$ cat src/hw/rtl/lpw_pkg.sv
// ----------------------------------------------------------------------------
// lpw_pkg
// Shared widths and types for the per-pixel level weight block.
// ----------------------------------------------------------------------------
package lpw_pkg;

	localparam int PIX_W      = 16;              // Q4.12 channel value
	localparam int VAR_W      = 32;              // Q8.24 variance
	localparam int SQ_W       = 2 * PIX_W;       // squared channel difference
	localparam int RAD_W      = SQ_W + 1;        // square plus variance
	localparam int ROOT_STEPS = (RAD_W + 1) / 2; // one root bit per step
	localparam int RAD_SH_W   = 2 * ROOT_STEPS;  // radicand shift register
	localparam int MAG_W      = ROOT_STEPS;      // magnitude, Q5.12
	localparam int ROOT_REM_W = MAG_W + 4;       // root remainder with headroom
	localparam int FRAC_W     = 16;              // weight fraction bits
	localparam int WEIGHT_W   = FRAC_W + 1;      // weight, 0..65536
	localparam int IDX_W      = 6;               // level index field
	localparam int STEP_W     = 5;               // counts root and divide steps
	localparam int QUEUE_DEPTH = 2;
	localparam int QPTR_W      = 1;

	// one classified level waiting for the root and store unit
	typedef struct packed {
		logic [RAD_W-1:0] radicand;
		logic             last;
	} level_job_t;

endpackage

$ cat src/hw/rtl/lpw_if.sv
// ----------------------------------------------------------------------------
// lpw channel interfaces
// Level input channel and weight output channel, valid/ready handshake.
// ----------------------------------------------------------------------------
interface lpw_level_if;
	logic                      valid;
	logic                      ready;
	logic [lpw_pkg::PIX_W-1:0] cur_red;
	logic [lpw_pkg::PIX_W-1:0] cur_green;
	logic [lpw_pkg::PIX_W-1:0] cur_blue;
	logic [lpw_pkg::PIX_W-1:0] next_red;
	logic [lpw_pkg::PIX_W-1:0] next_green;
	logic [lpw_pkg::PIX_W-1:0] next_blue;
	logic [lpw_pkg::VAR_W-1:0] pair_variance;
	logic                      variance_invalid;
	logic                      last_level;

	modport source (
		output valid, cur_red, cur_green, cur_blue, next_red, next_green, next_blue,
		output pair_variance, variance_invalid, last_level,
		input  ready
	);
	modport sink (
		input  valid, cur_red, cur_green, cur_blue, next_red, next_green, next_blue,
		input  pair_variance, variance_invalid, last_level,
		output ready
	);
endinterface

interface lpw_weight_if;
	logic                         valid;
	logic                         ready;
	logic [lpw_pkg::IDX_W-1:0]    level_index;
	logic [lpw_pkg::WEIGHT_W-1:0] level_weight;
	logic                         zero_total;
	logic                         last_weight;

	modport source (
		output valid, level_index, level_weight, zero_total, last_weight,
		input  ready
	);
	modport sink (
		input  valid, level_index, level_weight, zero_total, last_weight,
		output ready
	);
endinterface

$ cat src/hw/rtl/lpw_ram.sv
// ----------------------------------------------------------------------------
// lpw_ram
// Generic single-write, single-read RAM with registered read data.
// ----------------------------------------------------------------------------
module lpw_ram #(
	parameter int WIDTH = 17,
	parameter int DEPTH = 16
) (
	input  logic                 clk,
	input  logic                 we,
	input  logic [((DEPTH > 1) ? $clog2(DEPTH) : 1)-1:0] waddr,
	input  logic [WIDTH-1:0]     wdata,
	input  logic [((DEPTH > 1) ? $clog2(DEPTH) : 1)-1:0] raddr,
	output logic [WIDTH-1:0]     rdata
);

	logic [WIDTH-1:0] mem_q [DEPTH];

	always_ff @(posedge clk) begin
		if (we) begin
			mem_q[waddr] <= wdata;
		end
		rdata <= mem_q[raddr];
	end

endmodule

$ cat src/hw/rtl/lpw_front.sv
// ----------------------------------------------------------------------------
// lpw_front
// Takes level beats, squares the channel differences and forms the radicand.
// ----------------------------------------------------------------------------
module lpw_front (
	input  logic                clk,
	input  logic                arst_n,
	lpw_level_if.sink           levels,
	output lpw_pkg::level_job_t job,
	output logic                job_valid,
	input  logic                job_ready
);

	logic                        valid_s1;
	logic [lpw_pkg::SQ_W-1:0]    sq_red_s1;
	logic [lpw_pkg::SQ_W-1:0]    sq_green_s1;
	logic [lpw_pkg::SQ_W-1:0]    sq_blue_s1;
	logic [lpw_pkg::VAR_W-1:0]   var_s1;
	logic                        last_s1;

	logic [lpw_pkg::PIX_W-1:0]   diff_red;
	logic [lpw_pkg::PIX_W-1:0]   diff_green;
	logic [lpw_pkg::PIX_W-1:0]   diff_blue;
	logic [lpw_pkg::SQ_W-1:0]    peak;
	logic                        take;

	always_comb begin
		diff_red   = (levels.cur_red >= levels.next_red) ?
			levels.cur_red - levels.next_red : levels.next_red - levels.cur_red;
		diff_green = (levels.cur_green >= levels.next_green) ?
			levels.cur_green - levels.next_green : levels.next_green - levels.cur_green;
		diff_blue  = (levels.cur_blue >= levels.next_blue) ?
			levels.cur_blue - levels.next_blue : levels.next_blue - levels.cur_blue;
	end

	assign levels.ready = !valid_s1 || job_ready;
	assign take         = levels.valid && levels.ready;

	always_ff @(posedge clk or negedge arst_n) begin
		if (!arst_n) begin
			valid_s1 <= 1'b0;
		end else if (levels.ready) begin
			valid_s1 <= levels.valid;
		end
	end

	always_ff @(posedge clk) begin
		if (take) begin
			sq_red_s1   <= lpw_pkg::SQ_W'(diff_red) * lpw_pkg::SQ_W'(diff_red);
			sq_green_s1 <= lpw_pkg::SQ_W'(diff_green) * lpw_pkg::SQ_W'(diff_green);
			sq_blue_s1  <= lpw_pkg::SQ_W'(diff_blue) * lpw_pkg::SQ_W'(diff_blue);
			var_s1      <= levels.variance_invalid ? '0 : levels.pair_variance;
			last_s1     <= levels.last_level;
		end
	end

	always_comb begin
		peak = sq_red_s1;
		if (sq_green_s1 > peak) begin
			peak = sq_green_s1;
		end
		if (sq_blue_s1 > peak) begin
			peak = sq_blue_s1;
		end
	end

	assign job_valid    = valid_s1;
	assign job.radicand = lpw_pkg::RAD_W'(peak) + lpw_pkg::RAD_W'(var_s1);
	assign job.last     = last_s1;

endmodule

$ cat src/hw/rtl/lpw_queue.sv
// ----------------------------------------------------------------------------
// lpw_queue
// Short queue of classified levels between the front and the back.
// ----------------------------------------------------------------------------
module lpw_queue (
	input  logic                clk,
	input  logic                arst_n,
	input  lpw_pkg::level_job_t push_data,
	input  logic                push_valid,
	output logic                push_ready,
	output lpw_pkg::level_job_t pop_data,
	output logic                pop_valid,
	input  logic                pop_ready
);

	lpw_pkg::level_job_t             mem_q [lpw_pkg::QUEUE_DEPTH];
	logic [lpw_pkg::QPTR_W-1:0]      wr_ptr_q;
	logic [lpw_pkg::QPTR_W-1:0]      rd_ptr_q;
	logic [lpw_pkg::QPTR_W:0]        fill_q;
	logic                            push;
	logic                            pop;

	assign push_ready = fill_q != (lpw_pkg::QPTR_W + 1)'(lpw_pkg::QUEUE_DEPTH);
	assign pop_valid  = fill_q != '0;
	assign pop_data   = mem_q[rd_ptr_q];
	assign push       = push_valid && push_ready;
	assign pop        = pop_valid && pop_ready;

	always_ff @(posedge clk or negedge arst_n) begin
		if (!arst_n) begin
			wr_ptr_q <= '0;
			rd_ptr_q <= '0;
			fill_q   <= '0;
		end else begin
			if (push) begin
				wr_ptr_q <= wr_ptr_q + 1'b1;
			end
			if (pop) begin
				rd_ptr_q <= rd_ptr_q + 1'b1;
			end
			if (push && !pop) begin
				fill_q <= fill_q + 1'b1;
			end else if (pop && !push) begin
				fill_q <= fill_q - 1'b1;
			end
		end
	end

	always_ff @(posedge clk) begin
		if (push) begin
			mem_q[wr_ptr_q] <= push_data;
		end
	end

endmodule

$ cat src/hw/rtl/lpw_back.sv
// ----------------------------------------------------------------------------
// lpw_back
// Square root and store per level; on the last level, divides each stored
// magnitude by the total and drives the weight beats.
// ----------------------------------------------------------------------------
module lpw_back #(
	parameter int MAX_LEVELS = 16
) (
	input  logic                        clk,
	input  logic                        arst_n,
	input  lpw_pkg::level_job_t         job,
	input  logic                        job_valid,
	output logic                        job_ready,
	output logic                        ram_we,
	output logic [((MAX_LEVELS > 1) ? $clog2(MAX_LEVELS) : 1)-1:0] ram_waddr,
	output logic [lpw_pkg::MAG_W-1:0]   ram_wdata,
	output logic [((MAX_LEVELS > 1) ? $clog2(MAX_LEVELS) : 1)-1:0] ram_raddr,
	input  logic [lpw_pkg::MAG_W-1:0]   ram_rdata,
	lpw_weight_if.source                weights
);

	localparam int AW = (MAX_LEVELS > 1) ? $clog2(MAX_LEVELS) : 1;
	localparam int CW = $clog2(MAX_LEVELS + 1);
	localparam int TW = lpw_pkg::MAG_W + $clog2(MAX_LEVELS);

	typedef enum logic [2:0] {
		ST_IDLE,
		ST_ROOT,
		ST_FETCH,
		ST_LOAD,
		ST_DIVIDE,
		ST_EMIT
	} state_t;

	state_t                            state_q;
	logic [CW-1:0]                     count_q;
	logic [TW-1:0]                     total_q;
	logic [CW-1:0]                     k_q;
	logic                              last_job_q;
	logic [lpw_pkg::STEP_W-1:0]        step_q;
	logic [lpw_pkg::RAD_SH_W-1:0]      rad_q;
	logic [lpw_pkg::MAG_W-1:0]         root_q;
	logic [lpw_pkg::ROOT_REM_W-1:0]    rem_q;
	logic [lpw_pkg::WEIGHT_W-1:0]      dsh_q;
	logic [lpw_pkg::WEIGHT_W-1:0]      quo_q;
	logic [TW:0]                       drem_q;
	logic                              out_valid_q;
	logic [lpw_pkg::IDX_W-1:0]         out_index_q;
	logic [lpw_pkg::WEIGHT_W-1:0]      out_weight_q;
	logic                              out_zero_q;
	logic                              out_last_q;

	logic [lpw_pkg::ROOT_REM_W-1:0]    rem_sh;
	logic [lpw_pkg::ROOT_REM_W-1:0]    trial;
	logic                              root_bit;
	logic [lpw_pkg::MAG_W-1:0]         root_nx;
	logic [lpw_pkg::ROOT_REM_W-1:0]    rem_nx;
	logic [TW:0]                       drem_sh;
	logic                              quo_bit;
	logic [CW-1:0]                     k_nx;
	logic                              root_done;
	logic                              emit_fire;

	// one root bit per step, two radicand bits shifted in
	always_comb begin
		rem_sh   = {rem_q[lpw_pkg::ROOT_REM_W-3:0], rad_q[lpw_pkg::RAD_SH_W-1 -: 2]};
		trial    = lpw_pkg::ROOT_REM_W'({root_q, 2'b01});
		root_bit = rem_sh >= trial;
		rem_nx   = root_bit ? rem_sh - trial : rem_sh;
		root_nx  = {root_q[lpw_pkg::MAG_W-2:0], root_bit};
	end

	// one quotient bit per step
	always_comb begin
		drem_sh = {drem_q[TW-1:0], dsh_q[lpw_pkg::WEIGHT_W-1]};
		quo_bit = drem_sh >= {1'b0, total_q};
	end

	assign root_done = (state_q == ST_ROOT) &&
		(step_q == lpw_pkg::STEP_W'(lpw_pkg::ROOT_STEPS - 1));
	assign k_nx      = k_q + CW'(1);
	assign emit_fire = (state_q == ST_EMIT) && (!out_valid_q || weights.ready);

	assign job_ready = state_q == ST_IDLE;
	assign ram_we    = root_done;
	assign ram_waddr = count_q[AW-1:0];
	assign ram_wdata = root_nx;
	assign ram_raddr = k_q[AW-1:0];

	assign weights.valid        = out_valid_q;
	assign weights.level_index  = out_index_q;
	assign weights.level_weight = out_weight_q;
	assign weights.zero_total   = out_zero_q;
	assign weights.last_weight  = out_last_q;

	always_ff @(posedge clk or negedge arst_n) begin
		if (!arst_n) begin
			state_q      <= ST_IDLE;
			count_q      <= '0;
			total_q      <= '0;
			k_q          <= '0;
			last_job_q   <= 1'b0;
			step_q       <= '0;
			rad_q        <= '0;
			root_q       <= '0;
			rem_q        <= '0;
			dsh_q        <= '0;
			quo_q        <= '0;
			drem_q       <= '0;
			out_valid_q  <= 1'b0;
			out_index_q  <= '0;
			out_weight_q <= '0;
			out_zero_q   <= 1'b0;
			out_last_q   <= 1'b0;
		end else begin
			if (emit_fire) begin
				out_valid_q <= 1'b1;
			end else if (weights.ready) begin
				out_valid_q <= 1'b0;
			end
			unique case (state_q)
				ST_IDLE: begin
					if (job_valid) begin
						last_job_q <= job.last;
						if (count_q < CW'(MAX_LEVELS)) begin
							rad_q   <= lpw_pkg::RAD_SH_W'(job.radicand);
							root_q  <= '0;
							rem_q   <= '0;
							step_q  <= '0;
							state_q <= ST_ROOT;
						end else if (job.last) begin
							// store full: level dropped, still closes the pixel
							state_q <= ST_FETCH;
						end
					end
				end
				ST_ROOT: begin
					rad_q  <= {rad_q[lpw_pkg::RAD_SH_W-3:0], 2'b00};
					root_q <= root_nx;
					rem_q  <= rem_nx;
					step_q <= step_q + 1'b1;
					if (root_done) begin
						total_q <= total_q + TW'(root_nx);
						count_q <= count_q + CW'(1);
						state_q <= last_job_q ? ST_FETCH : ST_IDLE;
					end
				end
				ST_FETCH: begin
					state_q <= ST_LOAD;
				end
				ST_LOAD: begin
					// magnitude never exceeds the total, so the quotient fits 17 bits
					drem_q  <= (TW + 1)'(ram_rdata[lpw_pkg::MAG_W-1:1]);
					dsh_q   <= {ram_rdata[0], {lpw_pkg::FRAC_W{1'b0}}};
					quo_q   <= '0;
					step_q  <= '0;
					state_q <= (total_q == '0) ? ST_EMIT : ST_DIVIDE;
				end
				ST_DIVIDE: begin
					drem_q <= quo_bit ? drem_sh - {1'b0, total_q} : drem_sh;
					dsh_q  <= {dsh_q[lpw_pkg::WEIGHT_W-2:0], 1'b0};
					quo_q  <= {quo_q[lpw_pkg::WEIGHT_W-2:0], quo_bit};
					step_q <= step_q + 1'b1;
					if (step_q == lpw_pkg::STEP_W'(lpw_pkg::WEIGHT_W - 1)) begin
						state_q <= ST_EMIT;
					end
				end
				ST_EMIT: begin
					if (emit_fire) begin
						out_index_q  <= lpw_pkg::IDX_W'(k_q);
						out_weight_q <= quo_q;
						out_zero_q   <= total_q == '0;
						out_last_q   <= k_nx == count_q;
						if (k_nx == count_q) begin
							k_q     <= '0;
							count_q <= '0;
							total_q <= '0;
							state_q <= ST_IDLE;
						end else begin
							k_q     <= k_nx;
							state_q <= ST_FETCH;
						end
					end
				end
				default: begin
					state_q <= ST_IDLE;
				end
			endcase
		end
	end

endmodule

$ cat src/hw/rtl/pixel_level_pmf_weights.sv
// ----------------------------------------------------------------------------
// pixel_level_pmf_weights
// Per-pixel level magnitudes from image pair differences and variance,
// normalized to Q1.16 weights on the last level of each pixel.
// ----------------------------------------------------------------------------
//  channel   dir   beat contents
//  levels    in    rgb of images k and k+1, pair variance, invalid, last level
//  weights   out   level index, Q1.16 weight, zero total flag, last weight
//
//  front: registered squares, peak select; one level beat per cycle unless stalled
//  back: per level, a queue pop then a 17-step root; no new level is popped
//  until the root is stored, and a level past MAX_LEVELS is dropped unrooted
//  per weight: ram read, load, 17-step divide, emit; no divide on zero total
//  reset clears counts, totals and the queue; the magnitude store is not cleared
//  a stalled weights channel holds the back in emit; the front keeps filling
//  the two-entry queue until it is full
module pixel_level_pmf_weights #(
	parameter int MAX_LEVELS = 16
) (
	input  logic         clk,
	input  logic         arst_n,
	lpw_level_if.sink    levels,
	lpw_weight_if.source weights
);

	localparam int AW = (MAX_LEVELS > 1) ? $clog2(MAX_LEVELS) : 1;

	lpw_pkg::level_job_t        push_job;
	logic                       push_valid;
	logic                       push_ready;
	lpw_pkg::level_job_t        pop_job;
	logic                       pop_valid;
	logic                       pop_ready;
	logic                       ram_we;
	logic [AW-1:0]              ram_waddr;
	logic [lpw_pkg::MAG_W-1:0]  ram_wdata;
	logic [AW-1:0]              ram_raddr;
	logic [lpw_pkg::MAG_W-1:0]  ram_rdata;

	lpw_front u_front (
		.clk       (clk),
		.arst_n    (arst_n),
		.levels    (levels),
		.job       (push_job),
		.job_valid (push_valid),
		.job_ready (push_ready)
	);

	lpw_queue u_queue (
		.clk        (clk),
		.arst_n     (arst_n),
		.push_data  (push_job),
		.push_valid (push_valid),
		.push_ready (push_ready),
		.pop_data   (pop_job),
		.pop_valid  (pop_valid),
		.pop_ready  (pop_ready)
	);

	lpw_ram #(
		.WIDTH (lpw_pkg::MAG_W),
		.DEPTH (MAX_LEVELS)
	) u_mag_ram (
		.clk   (clk),
		.we    (ram_we),
		.waddr (ram_waddr),
		.wdata (ram_wdata),
		.raddr (ram_raddr),
		.rdata (ram_rdata)
	);

	lpw_back #(
		.MAX_LEVELS (MAX_LEVELS)
	) u_back (
		.clk       (clk),
		.arst_n    (arst_n),
		.job       (pop_job),
		.job_valid (pop_valid),
		.job_ready (pop_ready),
		.ram_we    (ram_we),
		.ram_waddr (ram_waddr),
		.ram_wdata (ram_wdata),
		.ram_raddr (ram_raddr),
		.ram_rdata (ram_rdata),
		.weights   (weights)
	);

	// magnitude writes stay inside the store
	assert property (@(posedge clk) disable iff (!arst_n)
		ram_we |-> (int'(ram_waddr) < MAX_LEVELS))
		else $error("magnitude write beyond store depth");

	// one write per root, never two in a row
	assert property (@(posedge clk) disable iff (!arst_n)
		ram_we |=> !ram_we)
		else $error("back-to-back magnitude writes");

	// zero total forces zero weight
	assert property (@(posedge clk) disable iff (!arst_n)
		(weights.valid && weights.zero_total) |-> (weights.level_weight == '0))
		else $error("nonzero weight with zero total");

	// a weight never exceeds one
	assert property (@(posedge clk) disable iff (!arst_n)
		weights.valid |->
			(weights.level_weight <= lpw_pkg::WEIGHT_W'(2 ** lpw_pkg::FRAC_W)))
		else $error("weight above one");

endmodule
$ cat src/flat_wrapper.sv
// flat-port wrapper written by rule: the top's interface ports become plain ports
module pixel_level_pmf_weights_flat 
#(
	parameter int MAX_LEVELS = 16
)
  (clk, arst_n, levels_valid, levels_cur_red, levels_cur_green, levels_cur_blue, levels_next_red, levels_next_green, levels_next_blue, levels_pair_variance, levels_variance_invalid, levels_last_level, levels_ready, weights_valid, weights_level_index, weights_level_weight, weights_zero_total, weights_last_weight, weights_ready);
  lpw_level_if levels_i ();
  lpw_weight_if weights_i ();
  input  logic clk;
  input  logic arst_n;
  input wire logic [$bits(levels_i.valid)-1:0] levels_valid;
  input wire logic [$bits(levels_i.cur_red)-1:0] levels_cur_red;
  input wire logic [$bits(levels_i.cur_green)-1:0] levels_cur_green;
  input wire logic [$bits(levels_i.cur_blue)-1:0] levels_cur_blue;
  input wire logic [$bits(levels_i.next_red)-1:0] levels_next_red;
  input wire logic [$bits(levels_i.next_green)-1:0] levels_next_green;
  input wire logic [$bits(levels_i.next_blue)-1:0] levels_next_blue;
  input wire logic [$bits(levels_i.pair_variance)-1:0] levels_pair_variance;
  input wire logic [$bits(levels_i.variance_invalid)-1:0] levels_variance_invalid;
  input wire logic [$bits(levels_i.last_level)-1:0] levels_last_level;
  output wire logic [$bits(levels_i.ready)-1:0] levels_ready;
  output wire logic [$bits(weights_i.valid)-1:0] weights_valid;
  output wire logic [$bits(weights_i.level_index)-1:0] weights_level_index;
  output wire logic [$bits(weights_i.level_weight)-1:0] weights_level_weight;
  output wire logic [$bits(weights_i.zero_total)-1:0] weights_zero_total;
  output wire logic [$bits(weights_i.last_weight)-1:0] weights_last_weight;
  input wire logic [$bits(weights_i.ready)-1:0] weights_ready;
  assign levels_i.valid = levels_valid;
  assign levels_i.cur_red = levels_cur_red;
  assign levels_i.cur_green = levels_cur_green;
  assign levels_i.cur_blue = levels_cur_blue;
  assign levels_i.next_red = levels_next_red;
  assign levels_i.next_green = levels_next_green;
  assign levels_i.next_blue = levels_next_blue;
  assign levels_i.pair_variance = levels_pair_variance;
  assign levels_i.variance_invalid = levels_variance_invalid;
  assign levels_i.last_level = levels_last_level;
  assign levels_ready = levels_i.ready;
  assign weights_valid = weights_i.valid;
  assign weights_level_index = weights_i.level_index;
  assign weights_level_weight = weights_i.level_weight;
  assign weights_zero_total = weights_i.zero_total;
  assign weights_last_weight = weights_i.last_weight;
  assign weights_i.ready = weights_ready;
  pixel_level_pmf_weights #(.MAX_LEVELS(MAX_LEVELS)) u_core (.clk(clk), .arst_n(arst_n), .levels(levels_i), .weights(weights_i));
endmodule
$ cat config.mk
export PLATFORM = sky130hd
export DESIGN_NAME = pixel_level_pmf_weights_flat
export DESIGN_NICKNAME = d
export VERILOG_FILES = /design/src/hw/rtl/lpw_pkg.sv /design/src/hw/rtl/lpw_if.sv /design/src/hw/rtl/lpw_ram.sv /design/src/hw/rtl/lpw_front.sv /design/src/hw/rtl/lpw_queue.sv /design/src/hw/rtl/lpw_back.sv /design/src/hw/rtl/pixel_level_pmf_weights.sv /design/src/flat_wrapper.sv
export SDC_FILE = /design/constraint.sdc
export NUM_CORES = 2
export LEC_CHECK = 0
export BUFFER_PORTS_ARGS = -buffer_cell sky130_fd_sc_hd__buf_2
export CAP_MARGIN = 25
export CORE_MARGIN = 8
export CORE_UTILIZATION = 55
export CTS_CLUSTER_SIZE = 8
export DETAILED_ROUTE_END_ITERATION = 10
export PLACE_DENSITY_LB_ADDON = 0.08
export REMOVE_ABC_BUFFERS = 1
export SYNTH_ARGS = -nofsm -noshare
export SYNTH_HDL_FRONTEND = slang
export SYNTH_SLANG_ARGS = --single-unit
$ cat constraint.sdc
create_clock -name clk -period 14.3 [get_ports clk]
set_clock_uncertainty 0.2 [all_clocks]
set_input_delay 0.715 -clock clk [delete_from_list [all_inputs] [get_ports clk]]
set_output_delay 0.715 -clock clk [all_outputs]
set_load 0.05 [all_outputs]
After elaboration in Yosys (flattened, before gate mapping)
Memories as Yosys holds them, arrays and structs flattened. A register that Yosys moved wholly into a read port is not among the register bits.
Index checks and enable logic that the tools add are counted.
Word-level totals
  register bits: 324
  RAM bits: 340
  word-level logic and storage cells: 149
  memories: 2
Memories
  u_core.u_mag_ram.mem_q: words 16, width 17, read ports 1, clocked after memory_dff 1, wr ports 1, line lpw_ram.sv:17  | logic [WIDTH-1:0] mem_q [DEPTH];
  u_core.u_queue.mem_q: words 2, width 34, read ports 1, clocked after memory_dff 0, wr ports 1, line lpw_queue.sv:16  | lpw_pkg::level_job_t mem_q [lpw_pkg::QUEUE_DEPTH];
Cells by class
  add/sub/neg operators: 17
  multipliers: 3
  order comparisons: 8
  eq/ne operators: 15
  muxes and demuxes: 49
  reduce and logical (&&, ||, !) cells: 29
Operators by type and width (number)
  $pmux W17 S2: 3
  $mul A16 B16 Y32: 3
  $sub A16 B16 Y16: 6
  $mux W21: 4
  $pmux W21 S2: 2
  $mux W34: 2
  $pmux W34 S2: 1
  $gt A32 B32 Y1: 2
  $mux W32: 2
  $mux W19: 3
  $ge A16 B16 Y1: 3
  $mux W16: 3
  $pmux W19 S2: 1
  $mux W17: 2
  $add A32 B32 Y33: 1
  $mux W5: 6
  $ge A22 B21 Y1: 1
  $add A21 B17 Y21: 1
  $ge A21 B19 Y1: 1
  $logic_not A21 Y1: 1
  $sub A21 B21 Y21: 1
  $sub A19 B19 Y19: 1
  $mux W3: 6
  $pmux W3 S6: 1
  other kinds (28): 64

Logic depth before layout (Yosys ltp)
  depth in word-level cells: 6
  depth in mapped cells: 39
  depth with buffers taken out: 37

By module
A second synthesis with hierarchy kept.
Unflattened totals
  cell total of the unflattened synthesis: 5603
  area, all modules: 58109.5 um^2
By module, submodules not included
  lpw_front: instances 1, cells each 3789, area each 33937.5 um^2
  lpw_back: instances 1, cells each 1232, area each 10735.3 um^2
  lpw_ram: instances 1, cells each 458, area each 10637.7 um^2
  lpw_queue: instances 1, cells each 124, area each 2798.9 um^2

Worst setup path before layout
Ideal clock, no wire load.
  path type: input-to-reg
  start: in levels_next_green[7]
  end: reg u_core.u_front.sq_green_s1[30] in the netlist's numbering (data pin)
  setup time: 0.258 ns
  arrival time: 8.277 ns
  setup slack: 5.566 ns
  cell stages on the path: 33
  path buffers: 1
  cells stage by stage: inv_1 ha_1 buf_2 a21o_1 a21oi_1 o21ai_1 o31ai_4 mux2i_1 o21ai_2 a21oi_2 xor2_2 inv_2 nand2_1 fa_1 fa_1 inv_1 fa_1 fa_1 fa_1 inv_1 fa_1 inv_1 ha_1 a21o_1 a21o_1 a21o_1 a2111oi_0 a21oi_1 o41ai_1 o311a_1 o21ai_0 a21oi_1 xnor2_1
Between the ends
  cells in the longest elaborated chain, start to end: 3
  elaborated cells on any way between the ends: 5
  classes of those cells: add/sub (2); mul (1); order compare (1); mux (1)
Ends and longest elaborated chain
  from (decl): line flat_wrapper.sv:16  | input wire logic [$bits(levels_i.next_green)-1:0] levels_next_green;
  $sub A16 B16 Y16 or $ge A16 B16 Y1 (tied branches): line lpw_front.sv:31, lpw_front.sv:30
  $mux W16 (*): line lpw_front.sv:30  | diff_green = (levels.cur_green >= levels.next_green) ?
  $mul A16 B16 Y32 (*): line lpw_front.sv:50  | sq_green_s1 <= lpw_pkg::SQ_W'(diff_green) * lpw_pkg::SQ_W'(diff_green);
  to (signal assigned): line lpw_front.sv:50
  to (decl): line lpw_front.sv:16  | logic [lpw_pkg::SQ_W-1:0] sq_green_s1;
Mark *: on every way between the ends. The rest lies on a longest branch, timed or not.
A chain may end at the register's enable or synchronous reset.

Worst setup path after layout
  start: in levels_next_blue[0]
  end: reg u_core.u_front.sq_blue_s1[29] in the netlist's numbering (data pin)
Between the ends
  cells in the longest elaborated chain, start to end: 3
  elaborated cells on any way between the ends: 5
  classes of those cells: add/sub (2); mul (1); order compare (1); mux (1)
Ends and longest elaborated chain
  from (decl): line flat_wrapper.sv:17  | input wire logic [$bits(levels_i.next_blue)-1:0] levels_next_blue;
  $sub A16 B16 Y16 or $ge A16 B16 Y1 (tied branches): line lpw_front.sv:33, lpw_front.sv:32
  $mux W16 (*): line lpw_front.sv:32  | diff_blue = (levels.cur_blue >= levels.next_blue) ?
  $mul A16 B16 Y32 (*): line lpw_front.sv:51  | sq_blue_s1 <= lpw_pkg::SQ_W'(diff_blue) * lpw_pkg::SQ_W'(diff_blue);
  to (signal assigned): line lpw_front.sv:51
  to (decl): line lpw_front.sv:17  | logic [lpw_pkg::SQ_W-1:0] sq_blue_s1;
Marked as above.

==> summary.md <==
| Metric | Value |
|---|---|
| Status | `finished, final reports clean` |
| GP Congestion | `0.915` |
| First-pass iteration count of the detailed router | `6` |
| Port Buf Inserts | `159` |
| Seq/Total Area, Yosys | `0.328` |
| Clock Latency Late Sink | `650 ps` |
| Post-DP HPWL | `104000 µm` |
| Synth top area share | `0.244` |
| Worst Hold Class | `input pin to flop` |
| Final wirelength | `135000 µm` |
| CP dominant cell by count | `inv_1` |
| Global-route wire length before repair | `219000 µm` |
| Worst-case clock buffer depth | `3` |
| Die H | `339 µm` |
| Area contributors post-synth | `edfxtp_1 24%, fa_1 17%, ha_1 12%` |
| Root buffer cell | `clkbuf_16` |
| Slowest cell on the critical path | `ha_1` |
| Worst-margin pin slew | `1010 ps` |
| Instance area after placement | `59500 µm²` |
| Post-CTS Setup Bufs | `0` |
| Avg WL per Cell | `19.1 µm` |
| Post-synth cell types | `105` |
| Die ar. | `115000 µm²` |
| Final min period | `9720 ps` |
| Setup CP Type | `input pin to flop` |
| Initial antenna violation count | `4` |
| Delay-heaviest family, CP | `adder cells` |
| Fillers | `8767` |
| Max Slew Vio Count | `0` |
| Syn avg cell area | `10.5 µm²` |
| Synthesized area | `57300 µm²` |
| Overall global routing resource usage | `0.236` |
| Reg clk slew, reported paths | `50 ps` |
| Area of the multi-input gates | `34100 µm²` |
| Relative slew slack | `0.319` |
| Htree depth | `3` |
| Initial cell density of the core | `0.554` |
| Fraction of registers with async set/reset | `0.270` |
| Largest net degree at the start of global routing | `75` |
| Final setup fails | `0` |
| Critical Path RT | `14480 ps` |
| Clock tree sinks | `662` |
| Worst setup SP type | `input pin` |
| Post-route ant nets | `0` |
| RSZ-0062 raised after global routing | `no` |
| Element type at the critical path end | `flop` |
| Drt initial violations | `2464` |
| EDFF count, synth | `466` |
| Vias in the first global route | `40600` |
| Fin area | `62400 µm²` |
| WP buf/inv | `11` |
| Max frequency | `103 MHz` |
| Final hold vios | `0` |
| Area growth syn-to-layout | `8.91%` |
| Seq cells post-synth | `662` |
| Reg area | `18800 µm²` |
| Core Footprint | `103000 µm²` |
| Area leader, netlist | `edfxtp_1` |
| Standard-cell rows | `118` |
| CP max FO | `18` |
| Residual DRC | `0` |
| Worst EP arrival | `9910 ps` |
| Finished Layout Cells | `7047` |
| CTS tree | `yes` |
| Routed via count | `39000` |
| Ys Warns | `0` |
| Layout net count | `6771` |
| Main flop type after synthesis | `edfxtp_1` |
| CP peak stage delay | `590 ps` |
| Drt via density | `5.54` |
| Num CTS Buffers | `94` |
| Die W | `339 µm` |
| # Max-Cap Violations | `0` |
| Layout cell share with drive strength beyond 1 | `0.0982` |
| Post-Syn Instances | `5451` |
| Period utilization | `0.680` |
| # IOs | `161` |
| GRT overflow | `0` |
| Placed instance count | `6872` |
| Core Util, Final | `0.603` |
| Setup TNS | `0 ps` |
## cell families (layout without fill, tap and decap cells)
family	after synthesis	after routing	share of synthesized area
and+or+nand+nor	1177	1177	0.0926
buffers and inverters	1127	1340	0.0775
adders and majority gates	1045	1045	0.293
AOI/OAI and AO/OA	985	985	0.111
DFF	662	662	0.328
xor gates and xnor gates	238	238	0.0410
muxes	216	216	0.0570
other	1	4	0.0000655
## what timing repair did
| item | 4_1_cts | 5_1_grt |
|---|---|---|
| resized for setup | 0 | 0 |
| hold buffers | 1 | 0 |
| hold endpoints to repair | 47 | 0 |
## registers in the layout, summed over array words and instances (netlist names), 5 cells and up
| register | flops |
|---|---|
| u_core.u_back.rem_q | 19 |
| u_core.u_back.drem_q | 21 |
| u_core.u_back.rad_q | 34 |
| u_core.u_back.k_q | 5 |
| u_core.u_mag_ram.rdata | 17 |
| u_core.u_back.total_q | 21 |
| u_core.u_back.quo_q | 17 |
| u_core.u_front.sq_red_s1 | 31 |
| u_core.u_back.weights.level_index | 5 |
| u_core.u_front.sq_green_s1 | 31 |
| u_core.u_front.sq_blue_s1 | 31 |
| u_core.u_back.count_q | 5 |
| u_core.u_back.root_q | 17 |
| u_core.u_queue.mem_q | 68 |
| u_core.u_front.var_s1 | 32 |
| u_core.u_back.weights.level_weight | 17 |
| u_core.u_back.step_q | 5 |
| u_core.u_mag_ram.mem_q | 272 |
## synth_stat cells, types with 26 or more instances
cell        n
fa_1      494
nor3_1     36
xor2_1     61
mux2i_1   117
a21o_1    149
dfrtp_1   179
o21a_1     34
inv_1     921
nor2_1    355
nand2b_1   56
o21bai_1   40
buf_2      42
o21ai_1    30
nand4_1    43
edfxtp_1  466
and2_1     26
mux4_2     85
nor2b_1    61
nand2_1   465
a21oi_1   299
nand3_1    44
xnor2_1   151
clkbuf_1   96
ha_1      551
o21ai_0   212
## final timing paths
check | from | to | slack (ps) | depth (start not counted)
hold / removal | levels_last_level | u_core.u_front.last_s1 | 90 | 1
setup reg to reg | u_core.u_front.sq_red_s1[31] | u_core.u_queue.mem_q[0][33] | 5430 | 31
max in group asynchronous | arst_n | u_core.u_back.k_q[0] | 12170 | 3
setup / recovery | levels_next_blue[0] | u_core.u_front.sq_blue_s1[29] | 4580 | 38
min in group asynchronous | arst_n | u_core.u_back.drem_q[11] | 370 | 2
hold reg to reg | u_core.u_front.last_s1 | u_core.u_queue.mem_q[0][0] | 240 | 0
## worst register-to-register path: cells and delay by family (launching register included)
family          cells  cell delay (ps)
fa+ha+maj           4             1090
simple gates        6             1420
compound gates     16             3550
flops               1              470
mux                 2              840
buf+inv             3             1060
## routing by layer
metal  wire length, µm  vias to the layer above  track usage  share of wire
met5                 0                        -            0              0
met4              2960                        0       0.0554          0.022
met3              6140                      172       0.0302          0.046
met2             66100                      853        0.403           0.49
met1             59500                    19400        0.320           0.44
li1                  -                    18600            -              -
## through the flow
step | setup slack (ps) | hold slack [ps]
5_1_grt | 4010 | 53.9
6_report | 4580 | 85.5
3_5_place_dp | 3980 | 234
2_1_floorplan | 3620 | 219
3_3_place_gp | 4120 | 226
4_1_cts | 4660 | 44.5
## placed cells by master (no fill, tap or decap), types with 15 or more instances in the layout
cell         n
a211oi_1    22
a21o_1     149
a21oi_1    299
a22o_1      24
a31oi_1     21
and2_1      24
buf_2      158
buf_4       58
clkbuf_1    63
clkbuf_16   94
dfrtp_1    176
dfxtp_1     17
edfxtp_1   466
fa_1       494
ha_1       551
inv_1      921
inv_2       24
mux2i_1    117
mux4_2      85
nand2_1    465
nand2b_1    56
nand3_1     44
nand4_1     43
nor2_1     352
nor2b_1     61
nor3_1      36
nor4_1      16
o211ai_1    20
o21a_1      34
o21ai_0    211
o21ai_1     30
o21bai_1    40
o31ai_1     15
xnor2_1    151
xor2_1      61
## final cells by class
type                    instances  share of cell area
inverters                     949              0.0572
flip-flops and latches        662               0.302
well taps                    1380              0.0277
repair buffers                223              0.0218
clock inverters                 9             0.00297
multi-input cells            3662               0.547
clock buffers                 159              0.0419
diodes                          3            0.000120
Power is not shown: default switching activity piles up to over one toggle a cycle in this logic, so the estimate is an artifact.
